**src/hw/rtl/integer_square_root_unit_macros.svh**
```systemverilog
// Assertion macros shared by the square root unit.
`ifndef INTEGER_SQUARE_ROOT_UNIT_MACROS_SVH
`define INTEGER_SQUARE_ROOT_UNIT_MACROS_SVH

// Checked only outside reset.
`define ISQRT_ASSERT(lbl, prop, msg) \
  lbl: assert property (@(posedge clk_i) disable iff (!rst_ni) (prop)) else $error(msg);

// Checked at every edge, reset included.
`define ISQRT_ASSERT_ALWAYS(lbl, prop, msg) \
  lbl: assert property (@(posedge clk_i) (prop)) else $error(msg);

`endif

```
**src/hw/rtl/isqrt_pkg.sv**
```systemverilog
package isqrt_pkg;

  localparam int unsigned RADICAND_BITS = 31;
  localparam int unsigned ROOT_BITS     = (RADICAND_BITS + 1) / 2;
  localparam int unsigned PAD_BITS      = 2 * ROOT_BITS;
  localparam int unsigned REM_BITS      = ROOT_BITS + 1;
  localparam int unsigned IN_TDATA_BITS  = ((RADICAND_BITS + 7) / 8) * 8;
  localparam int unsigned OUT_TDATA_BITS = ((ROOT_BITS + 7) / 8) * 8;

  typedef struct packed {
    logic                 valid;
    logic [PAD_BITS-1:0]  x;
    logic [ROOT_BITS-1:0] q;
    logic [REM_BITS-1:0]  rem;
  } isqrt_cell_t;

endpackage

```
**src/hw/rtl/integer_square_root_unit.sv**
```systemverilog
// Channel  | Dir | Beat contents
// s_axis   | in  | tdata[30:0] radicand
// m_axis   | out | tdata[15:0] root = floor(sqrt(radicand))
//
// A chain of ROOT_BITS cells, one root bit per cell, one cell per cycle unless the chain is frozen.
// Each item passes through the cells and then the output register; one item in the chain at a time.
// A new beat is taken once the chain is empty, also while a result waits.
// A full output register with m_axis_tready low freezes the chain once an item sits in the last cell.
// Reset clears the valid bits only.
module integer_square_root_unit
  import isqrt_pkg::*;
(
  input  logic                      clk_i,
  input  logic                      rst_ni,
  input  logic                      s_axis_tvalid,
  output logic                      s_axis_tready,
  input  logic [IN_TDATA_BITS-1:0]  s_axis_tdata,   // [30:0] radicand
  output logic                      m_axis_tvalid,
  input  logic                      m_axis_tready,
  output logic [OUT_TDATA_BITS-1:0] m_axis_tdata    // [15:0] root
);

`include "integer_square_root_unit_macros.svh"

  isqrt_cell_t          chain [ROOT_BITS+1];
  logic [ROOT_BITS-1:0] cell_valid;
  logic                 chain_en;
  logic                 accept;
  logic                 out_valid_q, out_valid_d;
  logic [ROOT_BITS-1:0] out_root_q;

  assign accept   = s_axis_tvalid && s_axis_tready;
  assign chain_en = !(chain[ROOT_BITS].valid && out_valid_q && !m_axis_tready);

  assign chain[0] = '{
    valid: accept,
    x:     PAD_BITS'(s_axis_tdata[RADICAND_BITS-1:0]),
    q:     '0,
    rem:   '0
  };

  for (genvar i = 0; i < ROOT_BITS; i++) begin : g_cell
    isqrt_cell u_cell (
      .clk_i  (clk_i),
      .rst_ni (rst_ni),
      .en_i   (chain_en),
      .cell_i (chain[i]),
      .cell_o (chain[i+1])
    );
    assign cell_valid[i] = chain[i+1].valid;
  end

  assign s_axis_tready = ~|cell_valid;

  always_comb begin
    out_valid_d = out_valid_q;
    if (chain[ROOT_BITS].valid && chain_en) begin
      out_valid_d = 1'b1;
    end else if (m_axis_tready) begin
      out_valid_d = 1'b0;
    end
  end

  always_ff @(posedge clk_i or negedge rst_ni) begin
    if (!rst_ni) begin
      out_valid_q <= 1'b0;
    end else begin
      out_valid_q <= out_valid_d;
    end
  end

  always_ff @(posedge clk_i) begin
    if (chain[ROOT_BITS].valid && chain_en) begin
      out_root_q <= chain[ROOT_BITS].q;
    end
  end

  assign m_axis_tvalid = out_valid_q;
  assign m_axis_tdata  = OUT_TDATA_BITS'(out_root_q);

  `ISQRT_ASSERT_ALWAYS(a_reset_idle, !rst_ni |=> !m_axis_tvalid, "result beat out of reset")
  `ISQRT_ASSERT(a_one_item, $onehot0(cell_valid), "more than one item in the chain")
  `ISQRT_ASSERT(a_accept_enters, accept |=> chain[1].valid, "accepted beat did not enter the chain")
  `ISQRT_ASSERT(a_stall_holds, !chain_en |=> chain[ROOT_BITS].valid && out_valid_q, "stalled result lost")
  `ISQRT_ASSERT(a_ready_empty, s_axis_tready |-> !chain[ROOT_BITS].valid, "ready with item in chain")

endmodule

```
**src/hw/rtl/isqrt_cell.sv**
```systemverilog
module isqrt_cell
  import isqrt_pkg::*;
(
  input  logic        clk_i,
  input  logic        rst_ni,
  input  logic        en_i,
  input  isqrt_cell_t cell_i,
  output isqrt_cell_t cell_o
);

  logic                 valid_q;
  logic [PAD_BITS-1:0]  x_q, x_d;
  logic [ROOT_BITS-1:0] q_q, q_d;
  logic [REM_BITS-1:0]  rem_q, rem_d;
  logic [REM_BITS+1:0]  cand;
  logic [REM_BITS+1:0]  trial;
  logic [REM_BITS+1:0]  diff;

  // one root bit: bring down two radicand bits, try subtracting 4q+1
  always_comb begin
    cand  = {cell_i.rem, cell_i.x[PAD_BITS-1 -: 2]};
    trial = {1'b0, cell_i.q, 2'b01};
    diff  = cand - trial;
    x_d   = {cell_i.x[PAD_BITS-3:0], 2'b00};
    if (cand >= trial) begin
      rem_d = diff[REM_BITS-1:0];
      q_d   = {cell_i.q[ROOT_BITS-2:0], 1'b1};
    end else begin
      rem_d = cand[REM_BITS-1:0];
      q_d   = {cell_i.q[ROOT_BITS-2:0], 1'b0};
    end
  end

  always_ff @(posedge clk_i or negedge rst_ni) begin
    if (!rst_ni) begin
      valid_q <= 1'b0;
    end else if (en_i) begin
      valid_q <= cell_i.valid;
    end
  end

  always_ff @(posedge clk_i) begin
    if (en_i && cell_i.valid) begin
      x_q   <= x_d;
      q_q   <= q_d;
      rem_q <= rem_d;
    end
  end

  assign cell_o = '{valid: valid_q, x: x_q, q: q_q, rem: rem_q};

endmodule

```
**config.mk**
```make
export PLATFORM = sky130hd
export DESIGN_NAME = integer_square_root_unit
export DESIGN_NICKNAME = d
export VERILOG_FILES = /design/src/hw/rtl/isqrt_pkg.sv /design/src/hw/rtl/integer_square_root_unit.sv /design/src/hw/rtl/isqrt_cell.sv
export VERILOG_INCLUDE_DIRS = /design/src /design/src/hw/rtl
export SDC_FILE = /design/constraint.sdc
export NUM_CORES = 1
export LEC_CHECK = 0
export ABC_AREA = 1
export BUFFER_PORTS_ARGS = -buffer_cell sky130_fd_sc_hd__buf_2
export CAP_MARGIN = 25
export CORE_MARGIN = 4
export CORE_UTILIZATION = 63
export DETAILED_ROUTE_END_ITERATION = 12
export HOLD_SLACK_MARGIN = 0.05
export PLACE_DENSITY = 0.8
export RECOVER_POWER = 50
export SYNTH_ARGS = -nofsm -noshare
export SYNTH_HDL_FRONTEND = slang
export SYNTH_SLANG_ARGS = --single-unit
export TNS_END_PERCENT = 1
```
**constraint.sdc**
```tcl
create_clock -name clk_i -period 4 [get_ports clk_i]
set_input_delay 0.2 -clock clk_i [delete_from_list [all_inputs] [get_ports clk_i]]
set_output_delay 0.2 -clock clk_i [all_outputs]
set_load 0.02 [all_outputs]
```
Yosys cells after proc, flatten, opt, wreduce, memory -nomap -nowiden
Index checks and enable logic that the tools add are counted.
{"block": "totals", "elab_cells": 154, "register_bits": 649, "input_bits": 36}
{"block": "op_classes", "muxes": 33, "n_addsub": 15, "n_reduce_logical": 25, "magnitude_cmp": 16}
{"operator": "17-bit two-way mux", "n": 14}
{"operator": "1-bit logical AND", "n": 20}
{"operator": "19-bit by 10-bit greater-or-equal comparator with 1-bit output", "n": 1}
{"operator": "19-bit by 11-bit greater-or-equal comparator with 1-bit output", "n": 1}
{"operator": "19-bit by 12-bit greater-or-equal comparator with 1-bit output", "n": 1}
{"operator": "19-bit by 13-bit greater-or-equal comparator with 1-bit output", "n": 1}
{"operator": "19-bit by 14-bit greater-or-equal comparator with 1-bit output", "n": 1}
{"operator": "19-bit by 15-bit greater-or-equal comparator with 1-bit output", "n": 1}
{"operator": "19-bit by 16-bit greater-or-equal comparator with 1-bit output", "n": 1}
{"operator": "19-bit by 17-bit greater-or-equal comparator with 1-bit output", "n": 1}
{"operator": "19-bit by 3-bit greater-or-equal comparator with 1-bit output", "n": 1}
{"operator": "19-bit by 4-bit greater-or-equal comparator with 1-bit output", "n": 1}
{"operator": "19-bit by 5-bit greater-or-equal comparator with 1-bit output", "n": 1}
{"operator": "19-bit by 6-bit greater-or-equal comparator with 1-bit output", "n": 1}
{"operator": "19-bit by 7-bit greater-or-equal comparator with 1-bit output", "n": 1}
{"operator": "19-bit by 8-bit greater-or-equal comparator with 1-bit output", "n": 1}
{"operator": "19-bit by 9-bit greater-or-equal comparator with 1-bit output", "n": 1}
{"operator": "1-bit two-way mux", "n": 19}
{"operator": "17-bit by 10-bit subtractor with 17-bit output", "n": 1}
{"operator": "17-bit by 11-bit subtractor with 17-bit output", "n": 1}
{"operator": "17-bit by 12-bit subtractor with 17-bit output", "n": 1}
{"operator": "17-bit by 13-bit subtractor with 17-bit output", "n": 1}
{"operator": "17-bit by 14-bit subtractor with 17-bit output", "n": 1}
{"operator": "17-bit by 15-bit subtractor with 17-bit output", "n": 1}
{"operator": "other kinds (13)", "n": 15}

Longest topological paths before layout
{"block": "logic_depth", "ltp_word": 5, "depth_mapped": 14}

Modules after synthesis
From an unflattened synthesis, not the netlist that was laid out.
{"block": "unflattened", "cells_unflattened": 5898, "area_unflattened_um2": 56638.1}
{"module": "isqrt_cell", "area_per_inst_um2": 3502.1, "instances": 16, "cells_per_inst": 366}
{"module": "integer_square_root_unit", "area_per_inst_um2": 604.3, "instances": 1, "cells_per_inst": 42}

Worst setup path before layout
Ideal clock, no wire load.
{"block": "synth_timing", "path_type": "reg-to-reg", "from": "register out_valid_q, in the netlist m_axis_tvalid", "to": "register g_cell[2].u_cell.q_q[0] (enable)", "required_time_ps": 3551, "arrival_ps": 2759, "stages_incl_launch_ff": 5, "n_path_buf": 1, "path_slack_ps": 792, "setup_time_ps": 449, "path_cell_list": "dfrtp_1 > nand2_1 > nor2_2 > clkbuf_1 > nor2_1"}
{"block": "synth_via", "elab_chain_len": 4}
{"item": "from (decl)", "line_no": "integer_square_root_unit.sv:29", "text": "logic out_valid_q, out_valid_d;"}
{"item": "from (signal assigned)", "line_no": "integer_square_root_unit.sv:68", "text": "out_valid_q <= out_valid_d;"}
{"item": "1-bit logical AND (2 in series)", "line_no": "integer_square_root_unit.sv:33", "text": "assign chain_en = !(chain[ROOT_BITS].valid && out_valid_q && !m_axis_tready);"}
{"item": "1-bit logical NOT", "line_no": "integer_square_root_unit.sv:33"}
{"item": "1-bit logical AND", "line_no": "isqrt_cell.sv:43", "text": "if (en_i && cell_i.valid) begin"}
{"item": "to (signal assigned)", "line_no": "isqrt_cell.sv:45", "text": "q_q <= q_d;"}
{"item": "to (decl)", "line_no": "isqrt_cell.sv:13", "text": "logic [ROOT_BITS-1:0] q_q, q_d;"}
No other way between the ends.
A chain may end at the register's enable or synchronous reset.

Final worst setup path
{"block": "layout_timing", "from": "register g_cell[15].u_cell.valid_q", "to": "register g_cell[1].u_cell.x_q[27] (enable)"}
{"block": "layout_via", "elab_chain_len": 4}
{"item": "from (decl)", "line_no": "isqrt_cell.sv:11", "text": "logic valid_q;"}
{"item": "from (signal assigned)", "line_no": "isqrt_cell.sv:38", "text": "valid_q <= cell_i.valid;"}
{"item": "1-bit logical AND (2 in series)", "line_no": "integer_square_root_unit.sv:33"}
{"item": "1-bit logical NOT", "line_no": "integer_square_root_unit.sv:33"}
{"item": "1-bit logical AND", "line_no": "isqrt_cell.sv:43"}
{"item": "to (signal assigned)", "line_no": "isqrt_cell.sv:44", "text": "x_q <= x_d;"}
{"item": "to (decl)", "line_no": "isqrt_cell.sv:12", "text": "logic [PAD_BITS-1:0] x_q, x_d;"}
No other way between the ends.

==> run metrics <==
DIE HEIGHT=236 µm; Die Wd=around 240 µm; Critical R2R Launch=g_cell[15].u_cell.valid_q; Worst-Skew Late Latency=between 0.6 and 0.7 ns; Fin Hold WS=between 0.3 and 0.4 ns; filler instances=roughly 3800; CP max FO=32; vias in the first global route=22200; CTS Buffer Depth=3; antenna diode count=0; met3 usage=between 3 and 4%; Slew @ Worst Pin=between 2 and 2.5 ns; fraction of registers with async set/reset=roughly 2.7%; H-tree levels=3; status=finished with violations; startpoint types=flip-flop; Detailed Route Iter0 Violations=2190; Max VDD drop=414 µV; sequential-to-total area share from yosys stat=between 50 and 60%; share of cells above drive strength 1=approximately 5.5%; vias per cell=5.34; P&R area growth vs syn=10.8%; worst r2r path cells=4; Critical Path AT=approximately 3.3 ns; Post-synth EDFFs=618; TNS Setup=0 ns; Crit Path Category=reg -> reg; total global routing overflow=0; clk slew on worst S/H paths=about 0.06 ns; Max Clock Skew=around 0.016 ns; setup violators final=0; synth warn=0; Synth Cell Area=around 33000 µm²; Initial Util=about 64%; RSZ-0062 raised after global routing=false; largest net degree at the start of global routing=40; Leakage=approximately 16 nW; crit end category=flip-flop; Worst path top cell family by delay=buffers and inverters; Synth Flop Type=edfxtp_1; Hold WC Path Type=in -> reg; end of the worst register-to-register path=g_cell[1].u_cell.x_q[27]; WP depth=4; Setup crit end=g_cell[1].u_cell.x_q[27]; fin crit share=about four fifths; die area=roughly 56000 µm²; core area=51400 µm²; max-cap viol count=6; CP Buf/Inv Count=2; # DRC=0; slowest stage delay, CP=~1.5 ns; Max Slew Vio Count=between 150 and 200; Detailed Route WL=~70000 µm; fmax=~0.32 GHz; CTS tree=built; detailed-route via count=between 20000 and 25000; row cnt=83; Critical path origin=g_cell[15].u_cell.valid_q; failing checks=max-capacitance violations, max-slew violations; clk root buf=clkbuf_16; Netlist cell types=approximately 50; Most Used Layer, Global Route=met2; Data required, critical path=4.19 ns; IO Pins=54; crit path cell chain=inv_1, nor2_4, nor2_1, clkbuf_1; M2 GR Usage=between 40% and 50%; met1 Resource Use GR=roughly 33%; drt pass-1 iters=5; GRT Resource Usage Total=between 20 and 25%; Final #Nets=around 3800; syn nets=3660; gpl congestion=roughly 0.9; Final min period=3.15 ns; Port Buffers=between 50 and 60; initial antenna violation count=0; CP max-delay cell=clkbuf_1; syn_area_per_cell=~9.4 µm²; post-detailed-route wirelength per cell=about 16 µm; worst rel slew slack=-34.3%; FF+latch count, synth=roughly 640; Util after Layout=70.6%; Fin. Hold Viols=0; DP Wirelength=just over 50000 µm; power density cells=~620 nW/µm²; post_cts resized=0; # Post-CTS Setup Buffers=0; post-synthesis instance total=3473; TritonCTS buffer count=66; Reg2Reg Setup Slack=between 0.8 and 0.9 ns; post-route antenna net violation count=0; first-pass GRT wire length=around 110000 µm; Sinks on Clock Net=between 600 and 700
==> power breakdown <==
part | leakage [nW] | switching, W | internal (W) | total (W)
Sequential | 5.82 | 0.000717 | 0.00943 | 0.0101
Combinational | 9.55 | 0.00430 | 0.00200 | 0.00630
Clock | 1.03 | 0.00261 | 0.00345 | 0.00607
==> how the worst min path moves through the flow <==
stage                     startpoint                   endpoint  depth (start not counted)
finish              s_axis_tdata[15]   g_cell[0].u_cell.x_q[17]                          2
global route        s_axis_tdata[27]   g_cell[0].u_cell.x_q[29]                          2
CTS                           rst_ni   g_cell[2].u_cell.valid_q                          2
detailed placement            rst_ni  g_cell[12].u_cell.valid_q                          1
global placement              rst_ni  g_cell[12].u_cell.valid_q                          1
floorplan                     rst_ni   g_cell[0].u_cell.valid_q                          0
==> state kept, by name (all words and copies together), names as in the netlist <==
signal and flops:
g_cell.u_cell.x_q 240, g_cell.u_cell.rem_q 226, g_cell.u_cell.q_q 136, g_cell.u_cell.valid_q 16, m_axis_tdata 16, m_axis_tvalid 1
==> synth_stat cells, types with 5 or more instances <==
master / number / area, µm²
nand2_1: 1117 / 4190
nand3b_1: 28 / 210
buf_4: 9 / 67.6
xnor2_1: 20 / 175
o21bai_1: 16 / 120
clkbuf_1: 5 / 18.8
edfxtp_1: 618 / 18600
inv_2: 6 / 22.5
nor2_4: 5 / 56.3
inv_1: 630 / 2360
a21oi_1: 104 / 521
buf_2: 15 / 75.1
buf_6: 6 / 67.6
nor2_1: 212 / 796
nand4_1: 97 / 607
o21ai_0: 58 / 290
nand3_2: 5 / 50.1
and2_1: 5 / 31.3
nand2_2: 9 / 56.3
dfrtp_1: 17 / 425
nand3_1: 164 / 821
o21ai_1: 11 / 55.1
xor2_1: 68 / 596
nor2_2: 11 / 68.8
or2_1: 5 / 31.3
nor3_1: 38 / 190
ha_1: 151 / 1890
==> area by class of cell <==
type	count	area (µm²)	share of cell area, %
flip-flops and latches	635	19000	52.3
inverters	637	2390	6.59
well taps	680	851	2.34
repair buffers	111	752	2.07
multi-input cells	2164	11200	30.8
clock inverters	36	410	1.13
clock buffers	84	1730	4.76
==> cells by family (layout without fill, tap and decap cells) <==
logic type	after synthesis	in the layout	share of synthesized area, %
xor gates and xnor gates	88	88	2.35
AOI/OAI and AO/OA	205	205	3.39
buffers and inverters	674	868	8.03
DFF	635	635	58.0
and+or+nand+nor	1719	1719	22.5
adders and majority gates	151	151	5.77
other	1	1	0.0114
==> worst register-to-register path: cells and delay by family (launching register included) <==
family | cells | cell delay [ns]
buffers and inverters | 2 | 1.72
DFF | 1 | 0.36
and+or+nand+nor | 2 | 0.63
==> timing repair <==
item / CTS / global route
hold buffers: 34 / 0
endpoints found under the setup margin: 0 / 0
endpoints found under the hold margin: 50 / 0
==> layout by cell type, fill, tap and decap left out, types with 5 or more instances in the layout <==
master / netlist / routed
inv_2: 6 / 6
ha_1: 151 / 151
nor2_2: 11 / 10
nor3_1: 38 / 38
clkbuf_16: 0 / 66
nand2_1: 1117 / 1117
buf_4: 9 / 15
nand3b_1: 28 / 28
nand3_1: 164 / 165
edfxtp_1: 618 / 618
clkinv_1: 1 / 8
nand2_2: 9 / 9
clkbuf_1: 5 / 50
and2_1: 5 / 5
dfrtp_1: 17 / 17
o21ai_1: 11 / 11
clkinv_2: 0 / 11
dlygate4sd3_1: 0 / 34
xor2_1: 68 / 68
inv_1: 630 / 630
or2_1: 5 / 5
nand4_1: 97 / 97
buf_2: 15 / 27
a21oi_1: 104 / 104
xnor2_1: 20 / 20
bufinv_16: 0 / 5
nor2_1: 212 / 207
o21ai_0: 58 / 58
o21bai_1: 16 / 16
nor2_4: 5 / 11
==> layer usage <==
metal / share of wire (%) / routed length [µm] / vias up
met2: 49 / 34000 / 781
met3: 5.8 / 4070 / 155
met5: 0 / 0 / -
met1: 42 / 29300 / 10700
li1: - / - / 11600
met4: 3.5 / 2460 / 0
==> stage by stage <==
| stage | cells | cell area (µm²) | setup WS, ns | total power (W) |
|---|---|---|---|---|
| floorplan | 3473 | 32800 | 0.792 | 0.0146 |
| global placement | 4186 | 33900 | 1.43 | 0.0162 |
| detailed placement | 4187 | 33900 | 1.41 | 0.0164 |
| CTS | 4341 | 36400 | 1.40 | 0.0226 |
| global route | 4347 | 36300 | 0.707 | 0.0239 |
| finish | 4347 | 36300 | 0.845 | 0.0225 |
Note: power is estimated with default switching activity, not from simulation.
